==> src/design/cbtr_pkg.sv <==
// cbtr_pkg: shared types and constants of the can block transfer receiver
`timescale 1ns / 1ps
package cbtr_pkg;

  // item kinds carried on in_tuser
  localparam logic [1:0] CMD_FRAME = 2'd0;
  localparam logic [1:0] CMD_SLOT  = 2'd1;
  localparam logic [1:0] CMD_TICK  = 2'd2;

  // configuration register indexes
  localparam logic [2:0] REG_START_REQ_ID = 3'd0;
  localparam logic [2:0] REG_END_REQ_ID   = 3'd1;
  localparam logic [2:0] REG_START_ACK_ID = 3'd2;
  localparam logic [2:0] REG_END_ACK_ID   = 3'd3;
  localparam logic [2:0] REG_TRANSFER_TAG = 3'd4;
  localparam logic [2:0] REG_ACK_TIMEOUT  = 3'd5;
  localparam logic [2:0] REG_FRAME_TIMEOUT = 3'd6;

  // transfer phases
  localparam logic [2:0] PH_WAIT      = 3'd0;
  localparam logic [2:0] PH_START_ACK = 3'd1;
  localparam logic [2:0] PH_DATA      = 3'd2;
  localparam logic [2:0] PH_END_ACK   = 3'd3;
  localparam logic [2:0] PH_MISSING   = 3'd4;
  localparam logic [2:0] PH_SUCCESS   = 3'd5;
  localparam logic [2:0] PH_FAILED    = 3'd6;

  localparam logic [31:0] CRC_POLY = 32'h04C1_1DB7;
  localparam logic [31:0] CRC_INIT = 32'hFFFF_FFFF;

  // sequencer states
  typedef enum logic [3:0] {
    ST_IDLE,
    ST_WRITE,
    ST_SCAN,
    ST_RD,
    ST_XOR,
    ST_SH,
    ST_CMP,
    ST_TMO,
    ST_DONE
  } cbtr_state_t;

  // control of the crc unit
  typedef struct packed {
    logic        init;
    logic        load;
    logic        shift;
    logic [31:0] word;
  } cbtr_crc_ctl_t;

endpackage

==> src/design/cbtr_crc_unit.sv <==
// cbtr_crc_unit: crc-32/mpeg-2 register, word xor and eight-bit shift step
`timescale 1ns / 1ps
module cbtr_crc_unit (
  input  logic                   clk,
  input  cbtr_pkg::cbtr_crc_ctl_t ctl,
  output logic [31:0]            crc
);

  logic [31:0] crc_r;
  logic [31:0] crc_nxt;
  logic [31:0] sh;

  // eight msb-first shift steps per cycle
  always_comb begin
    sh = crc_r;
    for (int b = 0; b < 8; b++) begin
      sh = sh[31] ? ((sh << 1) ^ cbtr_pkg::CRC_POLY) : (sh << 1);
    end
    crc_nxt = crc_r;
    if (ctl.init) begin
      crc_nxt = cbtr_pkg::CRC_INIT;
    end else if (ctl.load) begin
      crc_nxt = crc_r ^ ctl.word;
    end else if (ctl.shift) begin
      crc_nxt = sh;
    end
  end

  always_ff @(posedge clk) begin
    crc_r <= crc_nxt;
  end

  assign crc = crc_r;

endmodule

==> config.mk <==
export PLATFORM = sky130hd
export DESIGN_NAME = cbtr_crc_unit
export DESIGN_NICKNAME = d
export VERILOG_FILES = /design/src/design/cbtr_pkg.sv /design/src/design/cbtr_crc_unit.sv
export SDC_FILE = /design/constraint.sdc
export NUM_CORES = 1
export LEC_CHECK = 0
export BUFFER_PORTS_ARGS = -buffer_cell sky130_fd_sc_hd__buf_2
export CORE_MARGIN = 2
export CORE_UTILIZATION = 45
export CTS_CLUSTER_SIZE = 12
export DETAILED_ROUTE_END_ITERATION = 6
export MAX_ROUTING_LAYER = met4
export PLACE_DENSITY_LB_ADDON = 0.12
export SETUP_SLACK_MARGIN = 0.4
export SLEW_MARGIN = 25
export SYNTH_ARGS = -nofsm -noshare
export SYNTH_HDL_FRONTEND = slang
export SYNTH_SLANG_ARGS = --single-unit
export TNS_END_PERCENT = 1
==> constraint.sdc <==
create_clock -name clk -period 1.45 [get_ports clk]
set_input_delay 0.0725 -clock clk [delete_from_list [all_inputs] [get_ports clk]]
set_output_delay 0.0725 -clock clk [all_outputs]
set_load 0.01 [all_outputs]
### After elaboration in Yosys (flattened, before gate mapping)

Cells that the tools add are included.

* muxes and demuxes: 10
* bitwise logic cells: 9
* reduce and logical (&&, ||, !) cells: 1

Operator list (count)
* $mux W27: 8
* $not A14 Y14: 8
* $mux W32: 2
* $xor A32 B32 Y32: 1
* $reduce_bool A2 Y1: 1

* register bits after elaboration: 32
* output and inout bits: 32
* logic and storage cells: 21

### Depth between registers and ports, before layout

Gate-level depths: netlist of run 1.

* word-level depth: 18
* gate-level depth with buffers: 6

### Worst setup path after synthesis of run 1

Ideal clock, no wire load.

* kind: register to register
* start point: register crc_r[25], in the netlist crc[25]
* end point: register crc_r[9], in the netlist crc[9]
* arrival time: 1.416 ns
* data required time: 1.328 ns
* setup slack: -0.088 ns
* stages on the path, launching flop included: 6
* buffers on the path: 1
* period minus slack after synthesis: 1.538 ns
* cell sequence: dfxtp_1 -> buf_4 -> xnor2_2 -> xor2_1 -> xor2_1 -> a311o_1

* cells in the longest elaborated chain, start to end: 6

RTL lines
* start: declaration: RTL line cbtr_crc_unit.sv:9 `logic [31:0] crc_r;`
* start signal: assignment: RTL line cbtr_crc_unit.sv:30 `crc_r <= crc_nxt;`
* $not A14 Y14 (no source line)
* $mux W27 * (3 in series): RTL line cbtr_crc_unit.sv:17 `sh = sh[31] ? ((sh << 1) ^ cbtr_pkg::CRC_POLY) : (sh << 1);`
* $mux W32 *: RTL line cbtr_crc_unit.sv:24 `end else if (ctl.shift) begin`
* $mux W32 *: RTL line cbtr_crc_unit.sv:22 `end else if (ctl.load) begin`

Every way passes the cells marked *; elsewhere a longest branch is shown, timed or not. The select of a mux whose other input is x is not followed.
A chain may end at the register's enable or synchronous reset.

### Worst setup path in the final report of run 1

* start point: register crc_r[26], in the netlist crc[26]
* end point: register crc_r[10], in the netlist crc[10]

* cells in the longest elaborated chain, start to end: 6

RTL lines (RTL line)
* $mux W27 * (2 in series): cbtr_crc_unit.sv:17
* $not A14 Y14 (no source line)
* $mux W27 *: cbtr_crc_unit.sv:17
* $mux W32 *: cbtr_crc_unit.sv:24
* $mux W32 *: cbtr_crc_unit.sv:22

Marked as above.

==> results of run 1 <==
## path summary, 6_finish.rpt
path	to
worst max-delay path	crc[10]
worst max register to register	crc[10]
worst min register to register	crc[20]
worst min-delay path	crc[21]
## power breakdown
group          leakage, nW  internal [W]  total [W]  switching [W]
clock network       0.0359      0.000309   0.000610       0.000301
logic                 1.14       0.00135    0.00231       0.000958
registers            0.266       0.00102    0.00120       0.000185
## cell usage in the layout (no fill, tap or decap)
cell	count
a211oi_1	2
a21oi_1	5
a311o_1	1
a31o_2	1
a31oi_1	9
buf_12	3
buf_2	65
buf_4	27
buf_6	15
clkbuf_8	5
dfxtp_1	24
dfxtp_2	3
dfxtp_4	5
inv_1	5
mux2_2	1
nand2_1	3
nand2b_1	26
nand3_1	21
nor2_1	6
o21a_1	24
o21ai_0	5
o21ai_1	4
o221ai_1	21
o221ai_2	3
or2_0	1
xnor2_1	23
xnor2_2	6
xnor2_4	7
xnor3_1	5
xnor3_4	1
xor2_1	10
xor2_2	1
xor2_4	1
xor3_1	3
xor3_2	1
## Yosys cell counts (all sizes together)
cell type and count:
a31o 1, nand2 3, mux2 1, or2 1, xor3 4, xnor2 36, nor2 6, inv 5
clkbuf 7, a31oi 9, a211oi 2, a21oi 5, o21a 24, nand3 21, buf 16, o221ai 24
a311o 1, dfxtp 32, xnor3 6, xor2 12, nand2b 26, dlymetal6s2s 1, o21ai 9
## timing repair
item,in CTS,in global routing
hold buffers,0,0
setup endpoints to repair,34,34
gates resized for setup,36,6
pin swaps,30,18
buffers inserted,8,2
## area by class of cell
cell class | count | area [sq um] | area share (%)
well taps | 70 | 87.6 | 2.62
repair buffers | 110 | 757 | 22.7
flip-flops and latches | 32 | 663 | 19.8
multi-input cells | 191 | 1750 | 52.3
clock buffers | 5 | 68.8 | 2.06
inverters | 5 | 18.8 | 0.562
## through the flow
stage | std cells | power [W]
global route | 413 | 0.00437
finish | 413 | 0.00412
global placement | 398 | 0.00317
detailed placement | 398 | 0.00319
floorplan | 252 | 0.00257
CTS | 411 | 0.00409
## cell families after synthesis
| kind of cell | Yosys count | share of synthesized area [%] |
|---|---|---|
| AOI/OAI and AO/OA | 75 | 22.8 |
| xor gates and xnor gates | 58 | 29.5 |
| and+or+nand+nor | 57 | 12.8 |
| DFF | 32 | 26.6 |
| buffers and inverters | 29 | 7.89 |
| muxes | 1 | 0.467 |
## per-layer routing
layer	vias up	GRT usage (%)	share of wire [%]
met4	0	4.46	0.42
li1	1097	-	-
met1	1077	31.4	46
met3	2	4.00	4.7
met2	56	39.1	49
met5	-	-	0
## worst max-delay path: cells and delay by family (launching register included)
kind	cells	cell delay (ns)
DFF	1	0.37
xor gates and xnor gates	2	0.63
AOI/OAI and AO/OA	1	0.25
buffers and inverters	1	0.10
and+or+nand+nor	1	0.06
==> flow_summary_export.csv, run 1 <==
group,metric,value,unit
run_status,outcome,"finished, violations left",
run_status,violations,"setup timing",
critical_path,crit_start,"crc[26]",
min_path,worstHoldStart,"ctl[21]",
layout,layout-drive-gt1-share,42.3,%
drt,drt.antenna.violating_nets,0,
critical_path,worst_path_max_delay_cell,"xor3_2",
drt,initialDrtViolationCount,79,
synthesis,ys_seq_elements,32,
critical_path,worstSetupEndpointType,"register",
layout,largest_register_ffs,32,
sta,final_max_slew_viol_count,0,
sta,final-hold-violation-count,0,
floorplan,dieArea,5960,sq um
clock_network,numCtsBuffers,5,
synthesis,post-synth-top-area-fraction,26.6,%
synthesis,synthesis.area_per_instance,9.57,sq um
synthesis,netlist_top_cells_area,"dfxtp_1 (27%), xnor2_1 (11%), o221ai_1 (8.7%)",
drt,drt_first_pass_iters,4,
place,post-place-ws,-0.267,ns
critical_path,cp_data_arrival_time,1.68,ns
synthesis,syn-cell-area,2410,sq um
sta,worst_slack,-0.00495,ns
floorplan,initial_core_utilization,46.9,%
critical_path,setup.worst_path.start_class,"register",
drt,vias_per_cell,5.40,
critical_path,reg2reg_from,"crc[26]",
place,portBuffers,67,
layout,final_net_count,381,
sta,totalNegativeSetupSlack,-0.00495,ns
floorplan,row_count,26,
drt,vias,2232,
critical_path,setup_slack_of_the_most_critical_reg_to_reg_path,-0.005,ns
sta,period_needed,1.45,ns
drt,routed_wl,6630,um
drt,remaining_drc_errors,0,
layout,final_design_area_no_fill,3340,sq um
clock_network,htreeDepth,2,
place,post_dp_cell_area,3000,sq um
synthesis,post_synth_top_area_cell,"dfxtp_1",
sta,setup_violations,1,
sta,slew-limit-headroom,63.2,%
power_and_ir_drop,vdd_drop_max,0.000687,V
job,max_capacitance_violation_total,0,
sta,fin_hold_ws,0.0763,ns
clock_network,worstSkewPairLatency,0.27,ns
layout,filler_cell_count,451,
critical_path,timing.setup.critical_path_class,"reg2reg",
layout,final_core_utilization,65.0,%
sta,clock-skew-final,0.00670,ns
critical_path,ff2ff_path_depth,5,
floorplan,fp.coreArea,5140,sq um
global_route,antenna_found_initial,0,
synthesis,synth_cells,252,
sta,timing_worst_slew_pin_value,0.552,ns
synthesis,post_synth_num_cell_types,30,
floorplan,dieWidth,77.2,um
synthesis,synth_fp_nets,288,
global_route,overflow,0,
synthesis,synth.yosys.seq_area_share,26.6,%
global_route,first_global_vias,2093,
sta,upper_clock_frequency_limit,687,MHz
global_route,pin_count_of_the_biggest_net_entering_global_routing,40,
global_route,grt_first_pass_wirelength,10800,um
critical_path,cp_max_fo,3,
layout,antennaDiodeCount,0,
floorplan,top_level_ports,68,
clock_network,clk_pin_slew,0.07,ns
place,dp_hpwl,4770,um
global_route,gr-usage-all-layers,23.9,%
clock_network,ctsLongestPathBuffers,2,
clock_network,cts_num_sinks,32,
clock_network,clock-root-buffer,"clkbuf_8",
power_and_ir_drop,power.density_cell_area,1230,nW/um^2
min_path,worstHoldPathCells,3,
layout,flow.area_growth_from_synthesis,38.6,%
place,gp_routability_congestion,0.815,
sta,grt_setup_unrepaired,"yes",
power_and_ir_drop,total_leakage_power,1.44,nW
critical_path,biggest_cell_delay_along_the_critical_path,0.46,ns
clock_network,cts_tree,"built",
min_path,tightest_hold_check_type,"in2reg",
synthesis,synth.yosys.warnings,0,
drt,detail_route.wl_per_cell,16.1,um
sta,layout_worst_path_cycle_share,100,%
critical_path,critical_path_required,1.67,ns
floorplan,die_height,77.2,um
critical_path,crit_chain,"buf_6 -> xor3_2 -> xnor2_2 -> a31o_2 -> nand2b_1",
No activity file was read; power rests on OpenSTA's default activity.
==> inputs of run 2 (changes only) <==
--- a/config.mk
+++ b/config.mk
@@ -6,10 +6,13 @@
 export NUM_CORES = 1
 export LEC_CHECK = 0
 export BUFFER_PORTS_ARGS = -buffer_cell sky130_fd_sc_hd__buf_2
+export CELL_PAD_IN_SITES_DETAIL_PLACEMENT = 1
+export CELL_PAD_IN_SITES_GLOBAL_PLACEMENT = 2
 export CORE_MARGIN = 2
-export CORE_UTILIZATION = 45
+export CORE_UTILIZATION = 28
 export CTS_CLUSTER_SIZE = 12
 export DETAILED_ROUTE_END_ITERATION = 6
+export HOLD_SLACK_MARGIN = 0.02
 export MAX_ROUTING_LAYER = met4
 export PLACE_DENSITY_LB_ADDON = 0.12
 export SETUP_SLACK_MARGIN = 0.4
==> flow_summary_export.csv, run 2 (synthesis results as in run 1) <==
group,metric,value,unit
run_status,outcome,"finished, violations left",
run_status,violations,"setup timing",
power_and_ir_drop,totalPowerFinal,0.00412,W
global_route,groute.layer.met2.usage,28.0,%
place,gp_routability_congestion,0.754,
clock_network,cts_num_sinks,32,
sta,period_needed,1.49,ns
sta,totalNegativeSetupSlack,-0.105,ns
clock_network,clk_pin_slew,0.07,ns
drt,remaining_drc_errors,0,
critical_path,cp_max_fo,3,
layout,layout-drive-gt1-share,42.4,%
global_route,grt_first_pass_wirelength,12200,um
critical_path,cp_data_arrival_time,1.67,ns
drt,vias_per_cell,4.89,
sta,slew-limit-headroom,61.4,%
floorplan,initial_core_utilization,29.1,%
sta,clock-skew-final,0.00548,ns
power_and_ir_drop,vdd_drop_max,0.000449,V
clock_network,worstSkewPairLatency,0.29,ns
sta,layout_worst_path_cycle_share,103,%
global_route,overflow,0,
global_route,antenna_found_initial,0,
layout,largest_register_ffs,32,
layout,final-seq-area,662,sq um
place,portBuffers,67,
layout,leading_cell_type_in_the_layout_fill_and_taps_excluded,"buf_2",
critical_path,crit_chain,"buf_4 -> buf_4 -> buf_4 -> xnor3_1 -> o221ai_1 -> nand2b_1",
floorplan,dieWidth,96.8,um
sta,grt_setup_unrepaired,"yes",
sta,final_max_slew_viol_count,0,
clock_network,clock-root-buffer,"clkbuf_8",
layout,final_net_count,378,
global_route,gr-usage-all-layers,17.0,%
power_and_ir_drop,total_leakage_power,1.43,nW
critical_path,worst_path_max_delay_cell,"xnor3_1",
min_path,tightest_hold_check_type,"in2reg",
floorplan,row_count,33,
floorplan,fp.coreArea,8300,sq um
drt,drt.antenna.violating_nets,0,
clock_network,ctsLongestPathBuffers,2,
clock_network,htreeDepth,2,
global_route,grt_busiest_layer,"met2",
layout,flow.area_growth_from_synthesis,38.3,%
drt,routed_wl,7730,um
critical_path,worstSetupEndpointType,"register",
drt,detail_route.wl_per_cell,17.3,um
critical_path,critical_path_required,1.63,ns
floorplan,top_level_ports,68,
clock_network,cts_tree,"built",
power_and_ir_drop,power.density_cell_area,1240,nW/um^2
critical_path,critPathBufInv,3,
layout,layout_common_cells,"buf_2 (66), buf_4 (30), nand2b_1 (26)",
drt,vias,2188,
drt,initialDrtViolationCount,53,
clock_network,numCtsBuffers,5,
critical_path,kind_of_cell_with_the_highest_combined_delay_on_the_critical_path,"buffers and inverters",
critical_path,timing.setup.critical_path_class,"reg2reg",
job,max_capacitance_violation_total,0,
sta,upper_clock_frequency_limit,671,MHz
layout,multiInputGateArea,1720,sq um
sta,timing_worst_slew_pin_value,0.580,ns
global_route,grtUsageMet1,22.2,%
global_route,pin_count_of_the_biggest_net_entering_global_routing,33,
critical_path,crit_top_cell,"buf_4",
critical_path,setup.worst_path.start_class,"register",
global_route,first_global_vias,2130,
global_route,grt_util_met3,2.75,%
layout,antennaDiodeCount,0,
clock_network,holdBufCountCts,0,
sta,worst_slack,-0.0403,ns
sta,fin_hold_ws,0.0542,ns
layout,filler_cell_count,966,
floorplan,die_height,96.8,um
drt,drt_first_pass_iters,4,
sta,setup_violations,6,
sta,final-hold-violation-count,0,
place,dp_hpwl,5700,um
critical_path,biggest_cell_delay_along_the_critical_path,0.38,ns
floorplan,dieArea,9370,sq um
## run 2: changes by cell type in the layout (fill, tap and decap cells not counted), sizes merged
cell    before  now
clkbuf       5    6
buf        110  107
clkinv       0    1
## run 2: what timing repair did
item | 4_1_cts | 5_1_grt
resized for setup | 24 | 7
setup buffers | 2 | 0
cloned | 0 | 0
endpoints found under the setup margin | 35 | 36
pin swaps | 6 | 7
## run 2: through the flow
stage | instance area, sq um | util (%) | instances | setup WS [ns]
floorplan | 2480 | - | 252 | -0.00529
global placement | 3110 | 37.5 | 438 | -0.106
detailed placement | 3110 | 37.5 | 438 | -0.0989
CTS | 3300 | 39.8 | 447 | -0.0636
global route | 3330 | 40.2 | 447 | -0.112
finish | 3330 | 40.2 | 447 | -0.0403
## run 2: tightest hold or removal path, cell delays in order
cell,delay (ns)
buf_2,0.10
a31oi_1,0.08
o221ai_1,0.06
## run 2: layer usage
layer	up-vias	wire length, um
li1	1092	-
met1	1045	3660
met2	45	3750
met3	6	257
met4	0	68
met5	-	0
## run 2: worst paths after layout
path | slack (ns) | start | to | cells past startpoint
setup / recovery | -0.04 | crc[26] | crc[4] | 6
hold / removal | 0.05 | ctl[21] | crc[21] | 3
setup reg to reg | -0.04 | crc[26] | crc[4] | 6
hold reg to reg | 0.58 | crc[20] | crc[20] | 2
## run 2: area by class of cell
class                           count  area share, %
Inverter                            5          0.563
Clock buffer                        6           2.18
Clock inverter                      1          0.150
Multi-Input combinational cell    191           51.6
Sequential cell                    32           19.8
Tap cell                          105           3.94
Timing Repair Buffer              107           21.7
## run 2: report_power, final
group          internal, W  switching (W)
clock             0.000327       0.000362
sequential         0.00102       0.000174
combinational      0.00127       0.000964
